--- config.mk ---
export PLATFORM = sky130hd
export DESIGN_NAME = spi_master_with_calib_pulse_flat
export DESIGN_NICKNAME = d
export VERILOG_FILES = /design/src/rtl/smcp_pkg.sv /design/src/rtl/smcp_if.sv /design/src/rtl/smcp_datapath.sv /design/src/rtl/smcp_ctrl.sv /design/src/rtl/spi_master_with_calib_pulse.sv /design/src/flat_wrapper.sv
export SDC_FILE = /design/constraint.sdc
export NUM_CORES = 1
export LEC_CHECK = 0
export BUFFER_PORTS_ARGS = -buffer_cell sky130_fd_sc_hd__buf_2
export CORE_UTILIZATION = 48
export DETAILED_ROUTE_END_ITERATION = 6
export MAX_ROUTING_LAYER = met4
export PLACE_DENSITY = 0.69
export SLEW_MARGIN = 20
export SYNTH_ARGS = -nofsm -noshare
export SYNTH_HDL_FRONTEND = slang
export SYNTH_HIERARCHICAL = 1
export SYNTH_SLANG_ARGS = --single-unit
--- constraint.sdc ---
create_clock -name clock -period 3.2 [get_ports clock]
set_input_delay 0.32 -clock clock [delete_from_list [all_inputs] [get_ports clock]]
set_output_delay 0.32 -clock clock [all_outputs]
set_load 0.01 [all_outputs]
--- src/rtl/smcp_pkg.sv ---
package smcp_pkg;

   // Frame and counter geometry.
   localparam int FRAME_BITS = 16;
   localparam int WAIT_WIDTH = 24;
   localparam int HALF_WIDTH = 16;
   localparam int RX_BITS    = 8;
   localparam int OP_WIDTH   = 3;
   localparam int CSR_IDX_W  = 2;
   localparam int BIT_IDX_W  = $clog2(FRAME_BITS + 1);

   localparam logic [HALF_WIDTH-1:0] HALF_RESET = HALF_WIDTH'(4);

   typedef enum logic [OP_WIDTH-1:0] {
      OP_XFER       = 3'd0,
      OP_CALIB      = 3'd1,
      OP_INIT_WAIT  = 3'd2,
      OP_RESET_WAIT = 3'd3,
      OP_CALIB_WAIT = 3'd4
   } op_type;

   typedef enum logic [CSR_IDX_W-1:0] {
      CSR_HALF_PERIOD = 2'd0,
      CSR_INIT_WAIT   = 2'd1,
      CSR_RESET_WAIT  = 2'd2,
      CSR_CALIB_WAIT  = 2'd3
   } csr_index_type;

   typedef enum logic [3:0] {
      PH_IDLE,
      PH_X_DATA,
      PH_X_CLK,
      PH_X_TAIL,
      PH_X_END,
      PH_C_MOSI_HI,
      PH_C_CLK_HI,
      PH_C_MOSI_LO,
      PH_C_CLK_LO,
      PH_C_END,
      PH_W_END
   } phase_type;

   // Source of a wait counter load.
   typedef enum logic [2:0] {
      WS_NONE,
      WS_HALF,
      WS_INIT,
      WS_RESET,
      WS_CALIB
   } wait_src_type;

   // What to do with one pin on this tick.
   typedef enum logic [1:0] {
      PIN_HOLD,
      PIN_CLR,
      PIN_SET,
      PIN_MSB
   } pin_cmd_type;

   typedef struct packed {
      wait_src_type wait_load;
      logic         wait_dec;
      logic         frame_load;
      logic         bit_shift;
      pin_cmd_type  cs_cmd;
      pin_cmd_type  clk_cmd;
      pin_cmd_type  mosi_cmd;
   } dp_cmd_type;

   typedef struct packed {
      logic wait_zero;
      logic last_bit;
   } dp_status_type;

endpackage

--- src/rtl/smcp_if.sv ---
interface smcp_req_if;
   import smcp_pkg::*;

   logic                  valid;
   logic                  ready;
   logic                  start_req;
   logic [OP_WIDTH-1:0]   op;
   logic [FRAME_BITS-1:0] tx_word;
   logic                  miso_level;

   modport source (output valid, start_req, op, tx_word, miso_level, input ready);
   modport sink   (input valid, start_req, op, tx_word, miso_level, output ready);
endinterface

interface smcp_rsp_if;
   import smcp_pkg::*;

   logic               valid;
   logic               ready;
   logic               cs_n;
   logic               sclk;
   logic               mosi;
   logic               busy_res;
   logic               done_res;
   logic [RX_BITS-1:0] rx_byte;

   modport source (output valid, cs_n, sclk, mosi, busy_res, done_res, rx_byte, input ready);
   modport sink   (input valid, cs_n, sclk, mosi, busy_res, done_res, rx_byte, output ready);
endinterface

--- src/rtl/smcp_datapath.sv ---
module smcp_datapath (
   input  logic                           clock,
   input  logic                           reset,
   input  logic                           step,
   input  smcp_pkg::dp_cmd_type           cmd,
   input  logic [smcp_pkg::FRAME_BITS-1:0] tx_word,
   input  logic                           miso_level,
   input  logic                           csr_we,
   input  logic [smcp_pkg::CSR_IDX_W-1:0] csr_index,
   input  logic [smcp_pkg::WAIT_WIDTH-1:0] csr_wdata,
   output smcp_pkg::dp_status_type        status,
   output logic                           cs_n,
   output logic                           sclk,
   output logic                           mosi,
   output logic [smcp_pkg::RX_BITS-1:0]   rx_byte
);
   import smcp_pkg::*;

   logic [HALF_WIDTH-1:0] half_ff, half_in;
   logic [WAIT_WIDTH-1:0] init_ff, init_in;
   logic [WAIT_WIDTH-1:0] rst_wait_ff, rst_wait_in;
   logic [WAIT_WIDTH-1:0] cal_wait_ff, cal_wait_in;

   logic [WAIT_WIDTH-1:0] wait_ff, wait_in;
   logic [BIT_IDX_W-1:0]  bit_ff, bit_in;
   logic [FRAME_BITS-1:0] tx_ff, tx_in;
   logic [RX_BITS-1:0]    rx_ff, rx_in;
   logic                  cs_ff, cs_in;
   logic                  clk_ff, clk_in;
   logic                  mosi_ff, mosi_in;
   logic                  msb;

   assign msb = tx_ff[FRAME_BITS-1];

   function automatic logic pin_next(pin_cmd_type c, logic cur, logic m);
      logic r;
      case (c)
         PIN_CLR: r = 1'b0;
         PIN_SET: r = 1'b1;
         PIN_MSB: r = m;
         default: r = cur;
      endcase
      return r;
   endfunction

   // Register file writes.
   always_comb begin
      half_in     = half_ff;
      init_in     = init_ff;
      rst_wait_in = rst_wait_ff;
      cal_wait_in = cal_wait_ff;
      if (csr_we) begin
         case (csr_index)
            CSR_HALF_PERIOD: half_in     = csr_wdata[HALF_WIDTH-1:0];
            CSR_INIT_WAIT:   init_in     = csr_wdata;
            CSR_RESET_WAIT:  rst_wait_in = csr_wdata;
            CSR_CALIB_WAIT:  cal_wait_in = csr_wdata;
            default: ;
         endcase
      end
   end

   always_comb begin
      wait_in = wait_ff;
      bit_in  = bit_ff;
      tx_in   = tx_ff;
      rx_in   = rx_ff;
      cs_in   = cs_ff;
      clk_in  = clk_ff;
      mosi_in = mosi_ff;
      if (step) begin
         case (cmd.wait_load)
            WS_HALF:  wait_in = WAIT_WIDTH'(half_ff);
            WS_INIT:  wait_in = init_ff;
            WS_RESET: wait_in = rst_wait_ff;
            WS_CALIB: wait_in = cal_wait_ff;
            default: begin
               if (cmd.wait_dec) begin
                  wait_in = wait_ff - WAIT_WIDTH'(1);
               end
            end
         endcase
         if (cmd.frame_load) begin
            tx_in  = tx_word;
            rx_in  = '0;
            bit_in = '0;
         end else if (cmd.bit_shift) begin
            tx_in  = {tx_ff[FRAME_BITS-2:0], 1'b0};
            rx_in  = {rx_ff[RX_BITS-2:0], miso_level};
            bit_in = bit_ff + BIT_IDX_W'(1);
         end
         cs_in   = pin_next(cmd.cs_cmd, cs_ff, msb);
         clk_in  = pin_next(cmd.clk_cmd, clk_ff, msb);
         mosi_in = pin_next(cmd.mosi_cmd, mosi_ff, msb);
      end
   end

   always_ff @(posedge clock) begin
      if (reset) begin
         half_ff     <= HALF_RESET;
         init_ff     <= '0;
         rst_wait_ff <= '0;
         cal_wait_ff <= '0;
         wait_ff     <= '0;
         bit_ff      <= '0;
         tx_ff       <= '0;
         rx_ff       <= '0;
         cs_ff       <= 1'b1;
         clk_ff      <= 1'b0;
         mosi_ff     <= 1'b0;
      end else begin
         half_ff     <= half_in;
         init_ff     <= init_in;
         rst_wait_ff <= rst_wait_in;
         cal_wait_ff <= cal_wait_in;
         wait_ff     <= wait_in;
         bit_ff      <= bit_in;
         tx_ff       <= tx_in;
         rx_ff       <= rx_in;
         cs_ff       <= cs_in;
         clk_ff      <= clk_in;
         mosi_ff     <= mosi_in;
      end
   end

   assign status.wait_zero = (wait_ff == '0);
   assign status.last_bit  = (bit_ff == BIT_IDX_W'(FRAME_BITS - 1));

   assign cs_n    = cs_ff;
   assign sclk    = clk_ff;
   assign mosi    = mosi_ff;
   assign rx_byte = rx_ff;

endmodule

--- src/rtl/smcp_ctrl.sv ---
module smcp_ctrl (
   input  logic                          clock,
   input  logic                          reset,
   input  logic                          step,
   input  logic                          start_req,
   input  logic [smcp_pkg::OP_WIDTH-1:0] op,
   input  smcp_pkg::dp_status_type       status,
   output smcp_pkg::dp_cmd_type          cmd,
   output logic                          busy,
   output logic                          done
);
   import smcp_pkg::*;

   phase_type phase_ff, phase_in;
   logic      done_ff, done_in;
   logic      finish;

   // Next state.
   always_comb begin
      phase_in = phase_ff;
      if (step) begin
         if (phase_ff == PH_IDLE) begin
            if (start_req) begin
               case (op)
                  OP_XFER:       phase_in = PH_X_DATA;
                  OP_CALIB:      phase_in = PH_C_MOSI_HI;
                  OP_INIT_WAIT,
                  OP_RESET_WAIT,
                  OP_CALIB_WAIT: phase_in = PH_W_END;
                  default:       phase_in = PH_IDLE;
               endcase
            end
         end else if (status.wait_zero) begin
            case (phase_ff)
               PH_X_DATA:    phase_in = PH_X_CLK;
               PH_X_CLK:     phase_in = status.last_bit ? PH_X_TAIL : PH_X_DATA;
               PH_X_TAIL:    phase_in = PH_X_END;
               PH_C_MOSI_HI: phase_in = PH_C_CLK_HI;
               PH_C_CLK_HI:  phase_in = PH_C_MOSI_LO;
               PH_C_MOSI_LO: phase_in = PH_C_CLK_LO;
               PH_C_CLK_LO:  phase_in = PH_C_END;
               default:      phase_in = PH_IDLE;
            endcase
         end
      end
   end

   // Datapath commands.
   always_comb begin
      cmd.wait_load  = WS_NONE;
      cmd.wait_dec   = 1'b0;
      cmd.frame_load = 1'b0;
      cmd.bit_shift  = 1'b0;
      cmd.cs_cmd     = PIN_HOLD;
      cmd.clk_cmd    = PIN_HOLD;
      cmd.mosi_cmd   = PIN_HOLD;
      finish         = 1'b0;
      if (phase_ff == PH_IDLE) begin
         if (start_req) begin
            case (op)
               OP_XFER: begin
                  cmd.cs_cmd     = PIN_CLR;
                  cmd.frame_load = 1'b1;
                  cmd.wait_load  = WS_HALF;
               end
               OP_CALIB: begin
                  cmd.cs_cmd    = PIN_SET;
                  cmd.mosi_cmd  = PIN_CLR;
                  cmd.wait_load = WS_HALF;
               end
               OP_INIT_WAIT:  cmd.wait_load = WS_INIT;
               OP_RESET_WAIT: cmd.wait_load = WS_RESET;
               OP_CALIB_WAIT: cmd.wait_load = WS_CALIB;
               default: ;
            endcase
         end
      end else if (!status.wait_zero) begin
         cmd.wait_dec = 1'b1;
      end else begin
         case (phase_ff)
            PH_X_DATA: begin
               cmd.clk_cmd   = PIN_CLR;
               cmd.mosi_cmd  = PIN_MSB;
               cmd.wait_load = WS_HALF;
            end
            PH_X_CLK: begin
               cmd.bit_shift = 1'b1;
               cmd.clk_cmd   = PIN_SET;
               cmd.wait_load = WS_HALF;
            end
            PH_X_TAIL: begin
               cmd.clk_cmd   = PIN_CLR;
               cmd.mosi_cmd  = PIN_CLR;
               cmd.wait_load = WS_HALF;
            end
            PH_X_END: begin
               cmd.cs_cmd = PIN_SET;
               finish     = 1'b1;
            end
            PH_C_MOSI_HI: begin
               cmd.mosi_cmd  = PIN_SET;
               cmd.wait_load = WS_HALF;
            end
            PH_C_CLK_HI: begin
               cmd.clk_cmd   = PIN_SET;
               cmd.wait_load = WS_HALF;
            end
            PH_C_MOSI_LO: begin
               cmd.mosi_cmd  = PIN_CLR;
               cmd.wait_load = WS_HALF;
            end
            PH_C_CLK_LO: begin
               cmd.clk_cmd   = PIN_CLR;
               cmd.wait_load = WS_HALF;
            end
            default: finish = 1'b1;
         endcase
      end
   end

   assign done_in = step ? finish : done_ff;

   always_ff @(posedge clock) begin
      if (reset) begin
         phase_ff <= PH_IDLE;
         done_ff  <= 1'b0;
      end else begin
         phase_ff <= phase_in;
         done_ff  <= done_in;
      end
   end

   assign busy = (phase_ff != PH_IDLE);
   assign done = done_ff;

   a_done_idle : assert property (@(posedge clock) disable iff (reset)
      done_ff |-> phase_ff == PH_IDLE)
      else $error("done flagged while an operation is still active");

   a_hold_no_step : assert property (@(posedge clock) disable iff (reset)
      !step |=> $stable(phase_ff) && $stable(done_ff))
      else $error("sequencer advanced without an accepted tick");

   a_end_done : assert property (@(posedge clock) disable iff (reset)
      step && status.wait_zero && (phase_ff == PH_X_END || phase_ff == PH_C_END ||
      phase_ff == PH_W_END) |=> done_ff && phase_ff == PH_IDLE)
      else $error("final step of an operation did not signal done");

endmodule

--- src/rtl/spi_master_with_calib_pulse.sv ---
// Channel   Direction  Handshake      Contents
// req_if    in         valid/ready    start_req, op, tx_word, miso_level (one sequencer tick)
// rsp_if    out        valid/ready    cs_n, sclk, mosi, busy_res, done_res, rx_byte
// csr_*     in         csr_we only    csr_index, csr_wdata (no read-back)
//
// Each accepted request transaction is one tick of the pin sequencer; the result
// transaction appears in the next cycle.
// One transaction per cycle is sustained: the result register is refilled in the
// same cycle it is drained, so req_if.ready follows rsp_if.ready when a result waits.
// Reset is synchronous and active high; it puts cs_n high, sclk and mosi low and
// loads half_period_ticks with 4 and the wait counts with 0.
// A stalled result holds every field, and no sequencer state moves without a request.

module spi_master_with_calib_pulse (
   input  logic                            clock,
   input  logic                            reset,
   smcp_req_if.sink                        req_if,
   smcp_rsp_if.source                      rsp_if,
   input  logic                            csr_we,
   input  logic [smcp_pkg::CSR_IDX_W-1:0]  csr_index,
   input  logic [smcp_pkg::WAIT_WIDTH-1:0] csr_wdata
);
   import smcp_pkg::*;

   logic          rsp_valid_ff, rsp_valid_in;
   logic          step;
   dp_cmd_type    cmd;
   dp_status_type status;

   // The sequencer state itself is the result payload: it only changes when a
   // request is accepted, and that only happens when the result slot is free or
   // being drained in the same cycle.
   assign req_if.ready = !rsp_valid_ff || rsp_if.ready;
   assign step         = req_if.valid && req_if.ready;

   always_comb begin
      rsp_valid_in = rsp_valid_ff;
      if (step) begin
         rsp_valid_in = 1'b1;
      end else if (rsp_if.ready) begin
         rsp_valid_in = 1'b0;
      end
   end

   always_ff @(posedge clock) begin
      if (reset) begin
         rsp_valid_ff <= 1'b0;
      end else begin
         rsp_valid_ff <= rsp_valid_in;
      end
   end

   assign rsp_if.valid = rsp_valid_ff;

   // The controller walks through the action list of each operation.
   smcp_ctrl u_ctrl (
      .clock     (clock),
      .reset     (reset),
      .step      (step),
      .start_req (req_if.start_req),
      .op        (req_if.op),
      .status    (status),
      .cmd       (cmd),
      .busy      (rsp_if.busy_res),
      .done      (rsp_if.done_res)
   );

   // The datapath holds the registers, the wait counter, the shift registers
   // and the pin levels.
   smcp_datapath u_datapath (
      .clock      (clock),
      .reset      (reset),
      .step       (step),
      .cmd        (cmd),
      .tx_word    (req_if.tx_word),
      .miso_level (req_if.miso_level),
      .csr_we     (csr_we),
      .csr_index  (csr_index),
      .csr_wdata  (csr_wdata),
      .status     (status),
      .cs_n       (rsp_if.cs_n),
      .sclk       (rsp_if.sclk),
      .mosi       (rsp_if.mosi),
      .rx_byte    (rsp_if.rx_byte)
   );

endmodule
--- src/flat_wrapper.sv ---
// flat-port wrapper written by rule: the top's interface ports become plain ports
module spi_master_with_calib_pulse_flat import smcp_pkg::*;
  (clock, reset, csr_we, csr_index, csr_wdata, req_if_valid, req_if_start_req, req_if_op, req_if_tx_word, req_if_miso_level, req_if_ready, rsp_if_valid, rsp_if_cs_n, rsp_if_sclk, rsp_if_mosi, rsp_if_busy_res, rsp_if_done_res, rsp_if_rx_byte, rsp_if_ready);
  smcp_req_if req_if_i ();
  smcp_rsp_if rsp_if_i ();
  input  logic clock;
  input  logic reset;
  input  logic csr_we;
  input  logic [smcp_pkg::CSR_IDX_W-1:0] csr_index;
  input  logic [smcp_pkg::WAIT_WIDTH-1:0] csr_wdata;
  input wire logic [$bits(req_if_i.valid)-1:0] req_if_valid;
  input wire logic [$bits(req_if_i.start_req)-1:0] req_if_start_req;
  input wire logic [$bits(req_if_i.op)-1:0] req_if_op;
  input wire logic [$bits(req_if_i.tx_word)-1:0] req_if_tx_word;
  input wire logic [$bits(req_if_i.miso_level)-1:0] req_if_miso_level;
  output wire logic [$bits(req_if_i.ready)-1:0] req_if_ready;
  output wire logic [$bits(rsp_if_i.valid)-1:0] rsp_if_valid;
  output wire logic [$bits(rsp_if_i.cs_n)-1:0] rsp_if_cs_n;
  output wire logic [$bits(rsp_if_i.sclk)-1:0] rsp_if_sclk;
  output wire logic [$bits(rsp_if_i.mosi)-1:0] rsp_if_mosi;
  output wire logic [$bits(rsp_if_i.busy_res)-1:0] rsp_if_busy_res;
  output wire logic [$bits(rsp_if_i.done_res)-1:0] rsp_if_done_res;
  output wire logic [$bits(rsp_if_i.rx_byte)-1:0] rsp_if_rx_byte;
  input wire logic [$bits(rsp_if_i.ready)-1:0] rsp_if_ready;
  assign req_if_i.valid = req_if_valid;
  assign req_if_i.start_req = req_if_start_req;
  assign req_if_i.op = req_if_op;
  assign req_if_i.tx_word = req_if_tx_word;
  assign req_if_i.miso_level = req_if_miso_level;
  assign req_if_ready = req_if_i.ready;
  assign rsp_if_valid = rsp_if_i.valid;
  assign rsp_if_cs_n = rsp_if_i.cs_n;
  assign rsp_if_sclk = rsp_if_i.sclk;
  assign rsp_if_mosi = rsp_if_i.mosi;
  assign rsp_if_busy_res = rsp_if_i.busy_res;
  assign rsp_if_done_res = rsp_if_i.done_res;
  assign rsp_if_rx_byte = rsp_if_i.rx_byte;
  assign rsp_if_i.ready = rsp_if_ready;
  spi_master_with_calib_pulse u_core (.clock(clock), .reset(reset), .req_if(req_if_i), .rsp_if(rsp_if_i), .csr_we(csr_we), .csr_index(csr_index), .csr_wdata(csr_wdata));
endmodule
=== Word level (Yosys, flattened, before mapping) ===
Index checks and enable logic that the tools add are counted.

* Bits in registers: 150
* Input bits: 52
* Output and inout port bits: 15
* Word-level logic and storage cells: 122

* Add/subtract/negate cells: 2
* Eq/ne operators: 30
* Muxes and demuxes: 45
* Reductions and logical operators: 31

{| class="wikitable"
|+ Operators with widths
! kind !! number
|-
| 24-bit case mux with 4 select lines || 1
|-
| 16-bit 2-to-1 mux || 2
|-
| 4-bit case mux with 7 select lines || 1
|-
| 24-bit zero test || 1
|-
| 24-bit 2-to-1 mux || 1
|-
| 24-bit by 1-bit subtractor with 24-bit output, second input constant || 1
|-
| 2-bit AND reduction || 9
|-
| 2-bit == test, second input constant || 8
|-
| 4-bit by 3-bit == test with 1-bit output, second input constant || 4
|-
| 1-bit 2-to-1 mux || 16
|-
| 8-bit 2-to-1 mux || 2
|-
| 3-bit by 2-bit == test with 1-bit output, second input constant || 4
|-
| 2-bit 2-to-1 mux || 6
|-
| 4-bit 2-to-1 mux || 3
|-
| 3-bit case mux with 4 select lines || 1
|-
| 4-bit case mux with 3 select lines || 1
|-
| 5-bit 2-to-1 mux || 2
|-
| 1-bit case mux with 3 select lines || 3
|-
| 3-bit nonzero test || 3
|-
| 2-bit by 1-bit == test with 1-bit output, second input constant || 4
|-
| 4-bit by 2-bit == test with 1-bit output, second input constant || 2
|-
| 2-bit case mux with 2 select lines || 2
|-
| 7-bit 2-to-1 mux || 1
|-
| 7-bit OR reduction || 1
|-
| 21 further kinds || 29
|}

=== Longest topological paths before layout ===
Gate-level depths: netlist of the first run.

* Depth after elaboration: 8
* Mapped depth: 14
* Gate-level depth less buffers: 11

=== Modules after synthesis ===
Netlist of the first run, hierarchy kept.

{| class="wikitable"
|+ By module, submodules not included
! module !! instances !! cells each !! area an instance (sq um) !! sequential area each (sq um)
|-
| smcp_datapath || 1 || 839 || 6530.0 || 2882.8
|-
| smcp_ctrl || 1 || 72 || 514.2 || 100.1
|-
| spi_master_with_calib_pulse || 1 || 5 || 55.1 || 20.0
|}

=== Worst setup path before layout of the first run ===
No wires, ideal clock.

* Kind: flip-flop to flip-flop
* Start: register u_core.u_datapath.wait_ff[15]
* End: register u_core.u_datapath.wait_ff[4]
* Library setup time: 0.133 ns
* Data arrival time: 3.239 ns
* Required time: 3.067 ns
* Path slack: -0.172 ns
* Stages on the path, launching flop included: 13
* Path buffers: 3
* Period minus slack after synthesis: 3.372 ns
* Cell sequence: dfxtp_1 -> or4_4 -> nor4_4 -> nand2b_2 -> nor4_1 -> o211ai_1 -> o31ai_1 -> buf_2 -> clkbuf_1 -> buf_1 -> nor2_1 -> a221oi_1 -> o32ai_1

{| class="wikitable"
|+ RTL lines
! element !! line !! source
|-
| from (decl) || smcp_datapath.sv:24 || <nowiki>logic [WAIT_WIDTH-1:0] wait_ff, wait_in;</nowiki>
|-
| from (signal assigned) || smcp_datapath.sv:116 || <nowiki>wait_ff <= wait_in;</nowiki>
|}

==> results of run 1 <==
==> kinds of logic after synthesis <==
| group | count (synthesis) | synth area share (%) |
|---|---|---|
| AND/OR/NAND/NOR | 369 | 23.6 |
| XOR/XNOR | 4 | 0.494 |
| multiplexers | 31 | 4.46 |
| buffers and inverters | 89 | 5.16 |
| flip-flops | 150 | 42.3 |
| AO/OA/AOI/OAI | 269 | 23.2 |
| adder cells (fa/ha/maj) | 4 | 0.705 |
==> registers in the layout, indices dropped and copies added (netlist names), 4 cells and up <==
signal and count:
u_core/u_datapath/cal_wait_ff 24, u_core/u_datapath/init_ff 24, u_core/u_datapath/rst_wait_ff 24, u_core/u_datapath/wait_ff 24, u_core/u_datapath/half_ff 16, u_core/u_datapath/tx_ff 16
u_core/u_datapath/rx_byte 8, u_core/u_datapath/bit_ff 5, u_core/u_ctrl/phase_ff 4
==> path summary, 6_finish.rpt <==
kind	end	cells after the start	from
setup / recovery	u_core/u_datapath/wait_ff[9]$_SDFFE_PP0P_	11	u_core/u_datapath/wait_ff[15]$_SDFFE_PP0P_
hold / removal	u_core/u_datapath/rx_byte[0]$_SDFFE_PP0P_	3	req_if_miso_level
setup reg to reg	u_core/u_datapath/wait_ff[9]$_SDFFE_PP0P_	11	u_core/u_datapath/wait_ff[15]$_SDFFE_PP0P_
hold reg to reg	u_core/u_datapath/half_ff[7]$_SDFFE_PP0P_	2	u_core/u_datapath/half_ff[7]$_SDFFE_PP0P_
==> power groups by stage <==
stage               Combinational [mW]  Clock, mW  Sequential, mW
global placement                  3.67          0            2.32
floorplan                         2.68          0            2.28
CTS                               3.71       2.15            2.28
global route                      4.23       2.23            2.32
detailed placement                3.69          0            2.32
finish                            3.86       2.12            2.29
==> metal layers <==
| layer | up-vias | GRT usage (%) | wire length, um |
|---|---|---|---|
| li1 | 3300 | - | - |
| met1 | 3098 | 35.1 | 8680 |
| met2 | 257 | 39.2 | 8620 |
| met3 | 23 | 6.18 | 1230 |
| met4 | 0 | 9.26 | 271 |
| met5 | - | - | 0 |
==> timing repair <==
item / CTS / global route
gates resized for setup: 1 / 6
pin swaps: 0 / 3
buffers inserted: 0 / 1
cloned: 0 / 1
setup endpoints to repair: 1 / 35
==> final cells by class <==
type,count,area [um^2],area share [%]
multi-input cells,677,3810,45.5
flip-flops and latches,150,3000,35.9
repair buffers,98,641,7.65
clock buffers,20,457,5.45
well taps,184,230,2.75
clock inverters,12,168,2.00
inverters,18,67.6,0.807
==> per-stage QoR <==
step / power, mW / util [%]
floorplan: 4.96 / -
global placement: 6.00 / 53.0
detailed placement: 6.01 / 53.0
CTS: 8.15 / 57.4
global route: 8.77 / 57.8
finish: 8.27 / 57.8
==> worst max-delay path: cells and delay by family (launching register included) <==
kind / cells / cell delay, ns
buf+inv: 1 / 0.25
compound gates: 5 / 0.95
flops: 1 / 0.34
simple gates: 5 / 1.39
==> placed cells by master (no fill, tap or decap), types with 4 or more instances in the layout <==
cell,n
nand3_1,11
a221oi_1,11
a21oi_1,136
nand2b_1,8
o211ai_1,6
mux2i_1,26
buf_2,65
mux2_2,5
nor4_1,5
o32ai_1,5
dfxtp_1,150
nor2b_1,9
o31ai_1,5
clkbuf_16,18
a211oi_1,17
ha_1,4
and4_1,4
buf_12,4
nor2_1,45
a22oi_1,16
nor3b_1,4
nor3_1,10
inv_1,17
nand2_1,233
o22ai_1,11
and2_1,5
buf_4,28
o21ai_0,27
==> flow_metrics.env, run 1 <==
export IMPL_cts_tree="done"
export IMPL_ys_async_sr_fraction_pct=0
export IMPL_setup_viol=0
export IMPL_synth_top_cell_area_share_pct=42.3
export IMPL_start_util_pct=49.0
export IMPL_ios=67
export IMPL_slew_headroom_pct=33.2
export IMPL_worstMarginPinSlew_ns=1.00
export IMPL_clockBufferDepth=2
export IMPL_finalCritPeriodShare_pct=94.3
export IMPL_drive_above_1_share_pct=16.8
export IMPL_power_switching_mw=3.26
export IMPL_num_vias=6678
export IMPL_drtIter0Drc=522
export IMPL_hold_ws_ns=0.131
export IMPL_hold_class="input port to flip-flop"
export IMPL_preCtsSetupSlack_ns=0.00395
export IMPL_required_ns=3.54
export IMPL_grt_usage_pct=26.4
export IMPL_comb_power_share_pct=46.7
export IMPL_totalWireLength_um=18800
export IMPL_crit_type="flip-flop to flip-flop"
export IMPL_netlist_area_mm2=0.00710
export IMPL_synth_cells=916
export IMPL_gp_congestion=0.921
export IMPL_clock_sinks=150
export IMPL_cts_hold_fix_buffers=0
export IMPL_critical_path_endpoint_type="flip-flop"
export IMPL_synth_edf_count=0
export IMPL_yosys_cell_count_top_type="nand2_1"
export IMPL_first_global_vias=5987
export IMPL_final_instance_count_excl_fill=1159
export IMPL_synth_seq_area_share_pct=42.3
export IMPL_grt_overflow=0
export IMPL_rows=44
export IMPL_yosys_area_top_type="dfxtp_1"
export IMPL_seq_power_share_pct=27.7
export IMPL_fill_cells=1348
export IMPL_synth_seq_cells=150
export IMPL_layout_setup_ws_ns=0.182
export IMPL_p_leak_nw=2.98
export IMPL_cts_made_buffers=17
export IMPL_fin_area_mm2=0.00837
export IMPL_ir_drop_uv=730
export IMPL_grt_pass1_wl_um=30200
export IMPL_syn_area_per_cell_um2=7.75
export IMPL_rsz0062_at_grt="false"
export IMPL_slew_viol_final=0
export IMPL_path_cells="or4_4 > nor4_4 > nand2b_2 > nor4_4 > o211ai_1 > o31ai_4 > buf_12 > nand2b_2 > o22ai_1 > o21ai_0 > a21oi_1"
export IMPL_critPathMaxStageDelay_ns=0.57
export IMPL_wire_per_inst_um=16.2
export IMPL_finClkSkew_ns=0.00760
export IMPL_core_area_mm2=0.0145
export IMPL_switching_share_pct=39.4
export IMPL_status="completed"
export IMPL_finalCriticalPeriod_ns=3.02
export IMPL_portBuffers=66
export IMPL_cts_htree_levels=4
export IMPL_cap_violations=0
export IMPL_synth_fp_nets=972
export IMPL_nets=1018
export IMPL_synth_common_cells="233 x nand2_1, 150 x dfxtp_1, 136 x a21oi_1"
export IMPL_critPathSlowestCell="or4_4"
export IMPL_grt_max_degree=94
export IMPL_yosys_warnings=6
export IMPL_p_per_area_mw_per_mm2=987
export IMPL_syn2layout_area_growth_pct=18.0
export IMPL_yosys_top_cells_area="dfxtp_1 42%, nand2_1 12%, a21oi_1 9.6%, mux2i_1 3.7%, clkbuf_1 2.5%"
export IMPL_ys_flop_type="dfxtp_1"
export IMPL_cp_start_kind="flip-flop"
export IMPL_drc=0
export IMPL_fin_setup_tns_ns=0
export IMPL_viasPerCell=5.76
export IMPL_clk_latency_ns=0.43
export IMPL_yosysUniqueCellTypes=71
export IMPL_firstDrtPassIters=5
export IMPL_ant_nets=0
export IMPL_clk_pin_slew_ns=0.07
export IMPL_diodes=0
export IMPL_r2r_slack_ns=0.18
export IMPL_fmax_ghz=0.331
export IMPL_power_share_clock_pct=25.6
export IMPL_die_y_um=124
export IMPL_finalHoldViolCount=0
export IMPL_cp_arrival_ns=3.36
export IMPL_dpl_instance_area_mm2=0.00768
export IMPL_fp_dieW_um=124
export IMPL_crit_fanout=33
export IMPL_place_hpwl_um=11800
export IMPL_antenna_found_initial=0
export IMPL_dieArea_mm2=0.0153
export IMPL_dp_cells=1125
export IMPL_cts_root_buffer_cell="clkbuf_16"
export IMPL_internal_power_mw=5.01
(Power assumes the default switching activity.)
==> inputs of run 2 (changes only) <==
HOLD_SLACK_MARGIN = 0.15   (was default)
==> flow_metrics.env, run 2 (synthesized netlist as in run 1, its figures left out) <==
export IMPL_ir_drop_uv=732
export IMPL_grt_overflow=0
export IMPL_wire_per_inst_um=16.1
export IMPL_required_ns=3.55
export IMPL_finClkSkew_ns=0.00703
export IMPL_finalHoldViolCount=0
export IMPL_status="completed"
export IMPL_finalCritPeriodShare_pct=93.4
export IMPL_firstDrtPassIters=5
export IMPL_nets=1035
export IMPL_grt_usage_pct=26.6
export IMPL_die_y_um=124
export IMPL_p_leak_nw=3.05
export IMPL_rows=44
export IMPL_ios=67
export IMPL_hold_class="input port to flip-flop"
export IMPL_cp_start_kind="flip-flop"
export IMPL_clockBufferDepth=2
export IMPL_syn2layout_area_growth_pct=20.4
export IMPL_cap_violations=0
export IMPL_r2r_start="u_core/u_datapath/wait_ff[15]$_SDFFE_PP0P_"
export IMPL_crit_type="flip-flop to flip-flop"
export IMPL_drc=0
export IMPL_rsz0062_at_grt="false"
export IMPL_top_usage_layer="met2"
export IMPL_globalRouteMet3Util_pct=6.18
export IMPL_regToRegEndpoint="u_core/u_datapath/wait_ff[19]$_SDFFE_PP0P_"
export IMPL_clk_pin_slew_ns=0.06
export IMPL_grtUsageMet2_pct=39.6
export IMPL_portBuffers=66
export IMPL_setup_viol=0
export IMPL_cts_root_buffer_cell="clkbuf_16"
export IMPL_viasPerCell=5.68
export IMPL_grt_max_degree=94
export IMPL_fin_setup_tns_ns=0
export IMPL_first_global_vias=6050
export IMPL_gp_congestion=0.921
export IMPL_drive_above_1_share_pct=16.5
export IMPL_use_met1_pct=35.2
export IMPL_dieArea_mm2=0.0153
export IMPL_cts_htree_levels=4
export IMPL_clock_sinks=150
export IMPL_hold_ws_ns=0.165
export IMPL_core_area_mm2=0.0145
export IMPL_fmax_ghz=0.334
export IMPL_start_util_pct=49.0
export IMPL_finalCriticalPeriod_ns=2.99
export IMPL_fill_cells=1327
export IMPL_worstMarginPinSlew_ns=1.01
export IMPL_r2r_slack_ns=0.21
export IMPL_seq_power_share_pct=27.6
export IMPL_comb_power_share_pct=46.8
export IMPL_ant_nets=0
export IMPL_num_vias=6685
export IMPL_crit_start="u_core/u_datapath/wait_ff[15]$_SDFFE_PP0P_"
export IMPL_fp_dieW_um=124
export IMPL_cts_tree="done"
export IMPL_p_per_area_mw_per_mm2=970
export IMPL_antenna_found_initial=0
export IMPL_slew_viol_final=0
export IMPL_totalWireLength_um=19000
export IMPL_critical_path_endpoint_type="flip-flop"
export IMPL_final_common_cell="nand2_1"
export IMPL_internal_power_mw=5.02
export IMPL_switching_share_pct=39.4
export IMPL_slew_headroom_pct=32.7
export IMPL_grt_pass1_wl_um=30400
export IMPL_crit_fanout=33
export IMPL_drtIter0Drc=555
export IMPL_diodes=0
export IMPL_cp_arrival_ns=3.34
export IMPL_power_share_clock_pct=25.6
export IMPL_power_mw=8.29
export IMPL_clk_latency_ns=0.43
export IMPL_cts_made_buffers=17
export IMPL_place_hpwl_um=11800
export IMPL_rr_worst_depth=11
export IMPL_power_switching_mw=3.27
export IMPL_critPathCapture="u_core/u_datapath/wait_ff[19]$_SDFFE_PP0P_"
export IMPL_final_cell_mix="233 x nand2_1, 150 x dfxtp_1, 136 x a21oi_1"
==> run 2: changes by cell type in the layout (fill, tap and decap cells not counted), sizes merged <==
cell and change:
dlygate4sd3 +17
==> run 2: repair_timing <==
action | CTS | global route
hold buffers | 17 | 0
setup buffers | 0 | 1
cloned | 0 | 1
setup endpoints to repair | 1 | 35
endpoints found under the hold margin | 38 | 0
pin swaps | 0 | 3
resized for setup | 1 | 6
==> run 2: cell type report <==
class | count | area [um^2] | share of cell area, %
sequential | 150 | 3000 | 35.1
clock buffer | 20 | 457 | 5.34
tap | 184 | 230 | 2.69
multi-input combinational | 677 | 3810 | 44.6
clock inverter | 12 | 168 | 1.96
inverter | 18 | 67.6 | 0.791
timing repair buffer | 115 | 811 | 9.49
==> run 2: how the worst min path moves through the flow <==
stage	depth (start not counted)	startpoint	endpoint
after global placement	2	u_core/u_datapath/rst_wait_ff[8]$_SDFFE_PP0P_	u_core/u_datapath/rst_wait_ff[8]$_SDFFE_PP0P_
after detailed placement	2	u_core/u_datapath/rst_wait_ff[14]$_SDFFE_PP0P_	u_core/u_datapath/rst_wait_ff[14]$_SDFFE_PP0P_
final	3	csr_wdata[8]	u_core/u_datapath/cal_wait_ff[8]$_SDFFE_PP0P_
after floorplan	1	reset	u_core/rsp_if.valid$_SDFFE_PP0P_
after CTS	3	csr_wdata[13]	u_core/u_datapath/rst_wait_ff[13]$_SDFFE_PP0P_
after global routing	3	csr_wdata[8]	u_core/u_datapath/cal_wait_ff[8]$_SDFFE_PP0P_
==> run 2: power by group through the flow <==
| stage | Sequential [mW] | Clock, mW | Combinational (mW) |
|---|---|---|---|
| finish | 2.29 | 2.12 | 3.88 |
| global route | 2.32 | 2.23 | 4.24 |
| CTS | 2.28 | 2.15 | 3.73 |
| detailed placement | 2.32 | 0 | 3.69 |
| global placement | 2.32 | 0 | 3.67 |
| floorplan | 2.28 | 0 | 2.68 |
==> run 2: critical path: stages (launching register included) <==
cell and delay [ns]:
dfxtp_1 0.34, or4_4 0.57, nor4_4 0.19, nand2b_2 0.13, nor4_4 0.28, o211ai_1 0.17
o31ai_4 0.13, buf_12 0.25, and2_1 0.34, o2bb2ai_1 0.23, o21ai_0 0.14, a21oi_1 0.13
==> run 2: routing by layer <==
layer	vias to the layer above	wire, um
li1	3337	-
met1	3097	8800
met2	228	8780
met3	23	1120
met4	0	269
met5	-	0
==> run 2: per-stage QoR <==
stage	setup slack [ns]	std cells	util [%]	instance area, um^2
final	0.210	1176	59.0	8540
after global routing	0.00768	1176	59.0	8540
after CTS	0.0119	1174	58.6	8480
after detailed placement	0.00395	1125	53.0	7680
after global placement	0.0711	1125	53.0	7680
after floorplan	0.0101	916	-	7110
==> inputs of run 3 (changes only) <==
ABC_AREA = 1   (was default)
REMOVE_ABC_BUFFERS = 1   (was default)
==> flow_metrics.env, run 3 <==
export IMPL_hold_ws_ns=0.164
export IMPL_drive_above_1_share_pct=11.8
export IMPL_r2r_start="u_core/u_datapath/wait_ff[8]$_SDFFE_PP0P_"
export IMPL_antenna_found_initial=0
export IMPL_drtIter0Drc=478
export IMPL_cap_violations=0
export IMPL_synth_seq_area_share_pct=42.0
export IMPL_crit_fanout=21
export IMPL_synth_seq_cells=150
export IMPL_yosysUniqueCellTypes=35
export IMPL_place_hpwl_um=11300
export IMPL_finalCriticalPeriod_ns=2.78
export IMPL_ir_drop_uv=617
export IMPL_crit_top_cell="buf_4"
export IMPL_rows=44
export IMPL_final_common_cell="nor2_1"
export IMPL_ant_nets=0
export IMPL_die_y_um=124
export IMPL_yosys_cell_count_top_type="nor2_1"
export IMPL_grt_max_degree=49
export IMPL_syn_area_per_cell_um2=6.59
export IMPL_syn2layout_area_growth_pct=16.0
export IMPL_wire_per_inst_um=13.1
export IMPL_gp_congestion=0.907
export IMPL_final_cell_mix="247 x nor2_1, 193 x nand2_1, 150 x dfxtp_1"
export IMPL_rsz0062_at_grt="false"
export IMPL_synth_top_cell_area_share_pct=42.0
export IMPL_rr_worst_depth=15
export IMPL_grt_pass1_wl_um=29100
export IMPL_slew_headroom_pct=34.3
export IMPL_final_instance_count_excl_fill=1337
export IMPL_critical_path_endpoint_type="flip-flop"
export IMPL_setup_viol=0
export IMPL_grt_overflow=0
export IMPL_core_area_mm2=0.0145
export IMPL_cp_start_kind="flip-flop"
export IMPL_yosys_top_cells_area="dfxtp_1 42%, nor2_1 13%, nand2_1 10%, o21ai_0 9.9%, a21oi_1 5.7%"
export IMPL_start_util_pct=49.2
export IMPL_fp_dieW_um=124
export IMPL_netlist_area_mm2=0.00715
export IMPL_ios=67
export IMPL_r2r_slack_ns=0.42
export IMPL_clockBufferDepth=2
export IMPL_holdPathStages=3
export IMPL_ys_async_sr_fraction_pct=0
export IMPL_dp_cells=1301
export IMPL_cts_made_buffers=17
export IMPL_regToRegEndpoint="u_core/u_datapath/wait_ff[9]$_SDFFE_PP0P_"
export IMPL_hold_class="input port to flip-flop"
export IMPL_path_cells="nor2_1 > nand2_1 > nor2_2 > nand3_1 > nor4_1 > buf_4 > inv_1 > o22ai_2 > buf_4 > o21ai_0 > nand2_2 > o21ai_4 > buf_4 > nor3_1 > a21oi_1"
export IMPL_cts_htree_levels=4
export IMPL_cts_tree="done"
export IMPL_clock_sinks=150
export IMPL_synth_common_cells="248 x nor2_1, 193 x nand2_1, 150 x dfxtp_1"
export IMPL_fin_setup_tns_ns=0
export IMPL_fill_cells=1468
export IMPL_synth_edf_count=0
export IMPL_p_per_area_mw_per_mm2=889
export IMPL_fmax_ghz=0.359
export IMPL_num_vias=6852
export IMPL_finClkSkew_ns=0.00524
export IMPL_crit_type="flip-flop to flip-flop"
export IMPL_totalWireLength_um=17600
export IMPL_ys_flop_type="dfxtp_1"
export IMPL_synth_cells=1085
export IMPL_grt_usage_pct=24.7
export IMPL_fin_util_pct=57.1
export IMPL_drc=0
export IMPL_yosys_area_top_type="dfxtp_1"
export IMPL_clk_pin_slew_ns=0.06
export IMPL_nets=1196
export IMPL_cp_arrival_ns=3.08
export IMPL_status="completed"
export IMPL_hp_start="csr_wdata[21]"
export IMPL_yosys_warnings=6
export IMPL_worstMarginPinSlew_ns=0.984
export IMPL_slew_viol_final=0
export IMPL_firstDrtPassIters=7
export IMPL_finalHoldViolCount=0
export IMPL_min_to="u_core/u_datapath/rst_wait_ff[21]$_SDFFE_PP0P_"
export IMPL_diodes=0
export IMPL_finalCritPeriodShare_pct=86.9
export IMPL_portBuffers=66
export IMPL_p_leak_nw=3.68
export IMPL_first_global_vias=6182
export IMPL_critPathMaxStageDelay_ns=0.34
export IMPL_dieArea_mm2=0.0154
export IMPL_cts_root_buffer_cell="clkbuf_16"
export IMPL_critPathSlowestCell="dfxtp_1"
export IMPL_postCtsSetupBuffers=0
export IMPL_required_ns=3.50
export IMPL_viasPerCell=5.12
export IMPL_clk_latency_ns=0.42
run 3: cell count changes after synthesis, moves of 16 or more:
cell     delta
nand3_1    +34
inv_1      +74
a21oi_1    -54
mux2i_1    -26
nor2_1    +202
o21ai_0   +114
nand2_1    -40
a22oi_1    -16
run 3: timing repair:
| action | CTS | global route |
|---|---|---|
| hold buffers | 4 | 0 |
| gates resized for setup | 0 | 6 |
| endpoints found under the setup margin | 0 | 24 |
| hold endpoints to repair | 4 | 0 |
run 3: logic make-up (layout without fill, tap and decap cells):
group                    Yosys count  count (layout)  share of synthesized area, %
AO/OA/AOI/OAI                    246             246                          18.1
XOR/XNOR                           7               7                         0.857
adder cells (fa/ha/maj)            4               4                         0.700
buffers and inverters            148             216                          8.24
flip-flops                       150             150                          42.0
AND/OR/NAND/NOR                  530             530                          30.2
run 3: per-layer routing:
metal,global-route usage (%),vias to the layer above,wire [um]
li1,-,3617,-
met1,30.6,3052,8250
met2,40.3,161,8280
met3,4.67,22,775
met4,8.04,0,248
met5,-,-,0
run 3: worst max-delay path by stage:
stage | from | to | slack, ns | cells after the start
2_1_floorplan | u_core/u_ctrl/phase_ff[0]$_SDFFE_PP0P_ | u_core/u_datapath/bit_ff[3]$_SDFFE_PP0P_ | -1.0 | 10
3_3_place_gp | u_core/u_datapath/wait_ff[8]$_SDFFE_PP0P_ | u_core/u_datapath/wait_ff[0]$_SDFFE_PP0P_ | 0.34 | 16
3_5_place_dp | u_core/u_datapath/wait_ff[8]$_SDFFE_PP0P_ | u_core/u_datapath/wait_ff[0]$_SDFFE_PP0P_ | 0.30 | 16
4_1_cts | u_core/u_datapath/wait_ff[8]$_SDFFE_PP0P_ | u_core/u_datapath/wait_ff[0]$_SDFFE_PP0P_ | 0.26 | 16
5_1_grt | u_core/u_datapath/wait_ff[8]$_SDFFE_PP0P_ | u_core/u_datapath/wait_ff[13]$_SDFFE_PP0P_ | 0.04 | 15
6_report | u_core/u_datapath/wait_ff[8]$_SDFFE_PP0P_ | u_core/u_datapath/wait_ff[9]$_SDFFE_PP0P_ | 0.42 | 15
run 3: report_power, final:
part	total, mW	switching [mW]	internal (mW)
combinational	2.95	2.00	0.959
clock	2.05	0.781	1.27
sequential	2.37	0.247	2.13
total	7.38	3.02	4.36
run 3: final cells by class:
type	count	area, um^2	share of cell area [%]
well taps	184	230	2.77
flip-flops and latches	150	3000	36.2
clock buffers	21	460	5.55
clock inverters	11	146	1.76
inverters	95	363	4.37
multi-input cells	787	3580	43.2
repair buffers	89	513	6.18
run 3: worst max-delay path: cells and delay by family (launching register included):
kind                   cells  cell delay, ns
AO/OA/AOI/OAI              4            0.44
buffers and inverters      4            0.68
flip-flops                 1            0.34
AND/OR/NAND/NOR            7            1.18
run 3: stage by stage:
stage | power, mW | cell area [um^2] | setup slack [ns]
floorplan | 4.50 | 6920 | -0.997
CTS | 7.36 | 8280 | 0.263
finish | 7.38 | 8300 | 0.418
global route | 8.01 | 8300 | 0.0402
detailed placement | 5.27 | 7630 | 0.302
global placement | 5.26 | 7630 | 0.342
